File: config.mk
export PLATFORM = sky130hd
export DESIGN_NAME = rmct_ram
export DESIGN_NICKNAME = d
export VERILOG_FILES = /design/src/rmct_ram.sv
export SDC_FILE = /design/constraint.sdc
export NUM_CORES = 1
export LEC_CHECK = 0
export ABC_AREA = 0
export BUFFER_PORTS_ARGS = -buffer_cell sky130_fd_sc_hd__buf_2
export CORE_AREA = 2 2 96 98
export DETAILED_ROUTE_END_ITERATION = 16
export DIE_AREA = 0 0 98 100
export GPL_TIMING_DRIVEN = 0
export PLACE_DENSITY = 0.87
export SLEW_MARGIN = 20
export SYNTH_ARGS = -nofsm -noshare
export SYNTH_HDL_FRONTEND = slang
export SYNTH_SLANG_ARGS = --single-unit
File: constraint.sdc
create_clock -name clock -period 2.25 [get_ports clock]
set_clock_uncertainty 0.15 [all_clocks]
set_input_delay 0.3375 -clock clock [delete_from_list [all_inputs] [get_ports clock]]
set_output_delay 0.3375 -clock clock [all_outputs]
set_load 0.03 [all_outputs]
File: src/rmct_ram.sv
module rmct_ram #(
   parameter int Width = 8,
   parameter int Depth = 16
) (
   input  logic                     clock,
   input  logic                     wr_en,
   input  logic [$clog2(Depth)-1:0] wr_addr,
   input  logic [Width-1:0]         wr_data,
   input  logic [$clog2(Depth)-1:0] rd_addr,
   output logic [Width-1:0]         rd_data
);

   logic [Width-1:0] mem [Depth];

   // One write port and one registered read port.
   always_ff @(posedge clock) begin
      if (wr_en) begin
         mem[wr_addr] <= wr_data;
      end
      rd_data <= mem[rd_addr];
   end

endmodule

==> results.json <==
{
  "status": "completed",
  "worstSetupEndpointType": "flop",
  "crit_type": "in -> reg",
  "slowest_stage": "nor2_1",
  "synth_simple_gate_area_share_pct": 3.18,
  "r2r_end": "rd_data[0]$_DFF_P_",
  "path_buf_inv": 1,
  "leakage_nw": 2.01,
  "cp-start-kind": "primary input",
  "io-pin-count": 26,
  "grt_most_used_layer": "met2",
  "core_sq_mm": 0.00889,
  "grt_max_degree": 17,
  "place_congestion": 0.729,
  "viasPerCell": 6.20,
  "slew_headroom_pct": 42.6,
  "cts_tree": "built",
  "crit_family": "simple AND/OR/NAND/NOR gates",
  "hold_start": "wr_data[6]",
  "synthTopCellsByArea": "edfxtp_1, mux4_2, mux4_1, dfxtp_1, a22oi_1",
  "synth-compound-area-share_pct": 2.33,
  "setup_viol": 0,
  "overflow": 0,
  "use_met2_pct": 32.8,
  "ir_worst_vdd_v": 0.000503,
  "min_to": "mem[15][6]$_DFFE_PP_",
  "grt_pass1_wl_mm": 14.4,
  "antenna_left": 0,
  "drc": 0,
  "wire_per_inst_microns": 24.5,
  "pre_cts_ws_ps": 75.4,
  "stdcell_area_sq_mm": 0.00597,
  "period_needed_ps": 1680,
  "track_usage_pct": 21.2,
  "tns_ps": 0,
  "synth_nets": 247,
  "worst_pin_slew_ps": 858,
  "firstDrtPassIters": 4,
  "htree_levels": 4,
  "finalHoldViolCount": 0,
  "dieArea_sq_mm": 0.00980,
  "synthAdderAreaFrac_pct": 0,
  "drt_iter0_drc": 300,
  "post-cts-setup-buffers": 0,
  "cts_hold_buf": 0,
  "area.growth.synth_to_final_pct": 16.0,
  "netlist_instances": 229,
  "vias": 2456,
  "whs_ps": 71.1,
  "synth_warnings": 0,
  "cts_resized": 0,
  "die_x_microns": 98,
  "syn_avg_cell_area_sq_um": 22.5,
  "total_power_w": 0.00569,
  "use_met1_pct": 29.3,
  "rr_worst_depth": 3,
  "cts_buffers": 17,
  "hpwl_mm": 6.08,
  "synth.largest_area_cell": "edfxtp_1",
  "final_nets": 290,
  "ys_types": 19,
  "clk_pin_slew_ps": 60,
  "portBuffers": 24,
  "diodes": 0,
  "setup_ws_ps": 567,
  "grtUsageMet3_pct": 5.92,
  "drv_cap": 0,
  "clk_root_buffer_cell": "clkbuf_8",
  "crit_fanout": 8,
  "dpl_cell_area_sq_mm": 0.00542,
  "insertion_delay_ps": 520,
  "fmax_mhz": 594,
  "maxSlewViolCount": 0,
  "first_global_vias": 2439,
  "antenna_found_initial": 0,
  "crit_chain": "buf_2 > or3b_2 > nor2_1",
  "wl_mm": 9.71,
  "synth.top_cell.area_share_pct": 74.7,
  "crit_path_max_incr_delay_ps": 680,
  "synth-xor-area-share_pct": 0,
  "r2r_slack_ps": 650,
  "placementRows": 35,
  "ys_seq_elements": 136,
  "fin_crit_sh_pct": 74.8,
  "muxShareOfSynthArea_pct": 15.0,
  "powerDensity_mw_per_mm2": 952,
  "synth_top_family_by_area": "multiplexers",
  "layout-drive-gt1-share_pct": 29.5,
  "arrival_ps": 1670,
  "clock-sinks": 136,
  "dieHeight_microns": 100,
  "hold_class": "in -> reg",
  "crit_required_ps": 2240,
  "ys_seq_area_share_pct": 77.8,
  "r2r-start": "mem[5][0]$_DFFE_PP_",
  "min_delay_path_depth": 1,
  "initial_core_util_pct": 57.9,
  "cts_buffer_depth": 2,
  "syn_area_sq_mm": 0.00515,
  "rsz0062_at_grt": "no"
}
==> placed cells by master (no fill, tap or decap), drive strengths merged <==
| cell type | n |
|---|---|
| nor2b | 1 |
| clkbuf | 22 |
| nor2 | 13 |
| clkdlybuf4s25 | 3 |
| and2 | 1 |
| nand2b | 2 |
| clkinvlp | 2 |
| a22oi | 16 |
| mux4 | 32 |
| edfxtp | 128 |
| bufinv | 2 |
| dfxtp | 8 |
| nand3b | 2 |
| or3b | 1 |
| buf | 31 |
| nand3 | 1 |
| and2b | 1 |
| clkinv | 6 |
| nand2 | 9 |
| nor3 | 4 |
==> power breakdown <==
part | internal [W] | switching [W]
Combinational | 0.000113 | 0.000187
Clock | 0.00159 | 0.000948
Sequential | 0.00283 | 0.0000146
==> kinds of logic after synthesis <==
family | Yosys count
simple gates | 35
mux | 32
buf+inv | 10
compound gates | 16
flops | 136
==> worst reg2reg max path, stage by stage (launching register included) <==
cell	delay, ps
edfxtp_1	380
mux4_1	560
a22oi_1	290
nand2_1	100
==> metal layers <==
| layer | up-vias | share of wire [%] |
|---|---|---|
| met4 | 0 | 1.3 |
| met2 | 140 | 48 |
| met3 | 13 | 10 |
| met5 | - | 0 |
| met1 | 1245 | 40 |
| li1 | 1058 | - |
==> per-stage QoR <==
stage | util, % | instances
after floorplan | - | 229
after global placement | 60.8 | 364
after detailed placement | 60.9 | 364
after CTS | 67.1 | 396
after global routing | 67.2 | 396
final | 67.2 | 396
==> final cells by class <==
type | instances | area, sq um
Clock inverter | 10 | 104
Sequential cell | 136 | 4000
Timing Repair Buffer | 24 | 120
Multi-Input combinational cell | 83 | 1080
Tap cell | 111 | 139
Buffer | 10 | 86.3
Fill cell | 532 | 2920
Clock buffer | 22 | 443
==> synth_stat cells, drive strengths merged <==
cell / instances
a22oi: 16
and2: 1
and2b: 1
buf: 7
clkdlybuf4s25: 3
dfxtp: 8
edfxtp: 128
mux4: 32
nand2: 9
nand2b: 2
nand3: 1
nand3b: 2
nor2: 13
nor2b: 1
nor3: 4
or3b: 1
==> flip-flops by register name, summed over array words and instances (netlist names) <==
register and count:
rd_data 8, mem 128
==> worst max path at each step <==
stage                    start             endpoint  slack, ps  depth (start not counted)
finish              wr_addr[2]  mem[2][7]$_DFFE_PP_        570                          3
detailed placement  wr_addr[3]  mem[4][1]$_DFFE_PP_         80                          3
global route        wr_addr[2]  mem[2][5]$_DFFE_PP_        570                          3
floorplan           wr_addr[2]  mem[0][0]$_DFFE_PP_        270                          2
global placement    wr_addr[2]  mem[0][1]$_DFFE_PP_       -260                          3
CTS                 wr_addr[3]  mem[4][3]$_DFFE_PP_        610                          3
(Power assumes the default switching activity.)
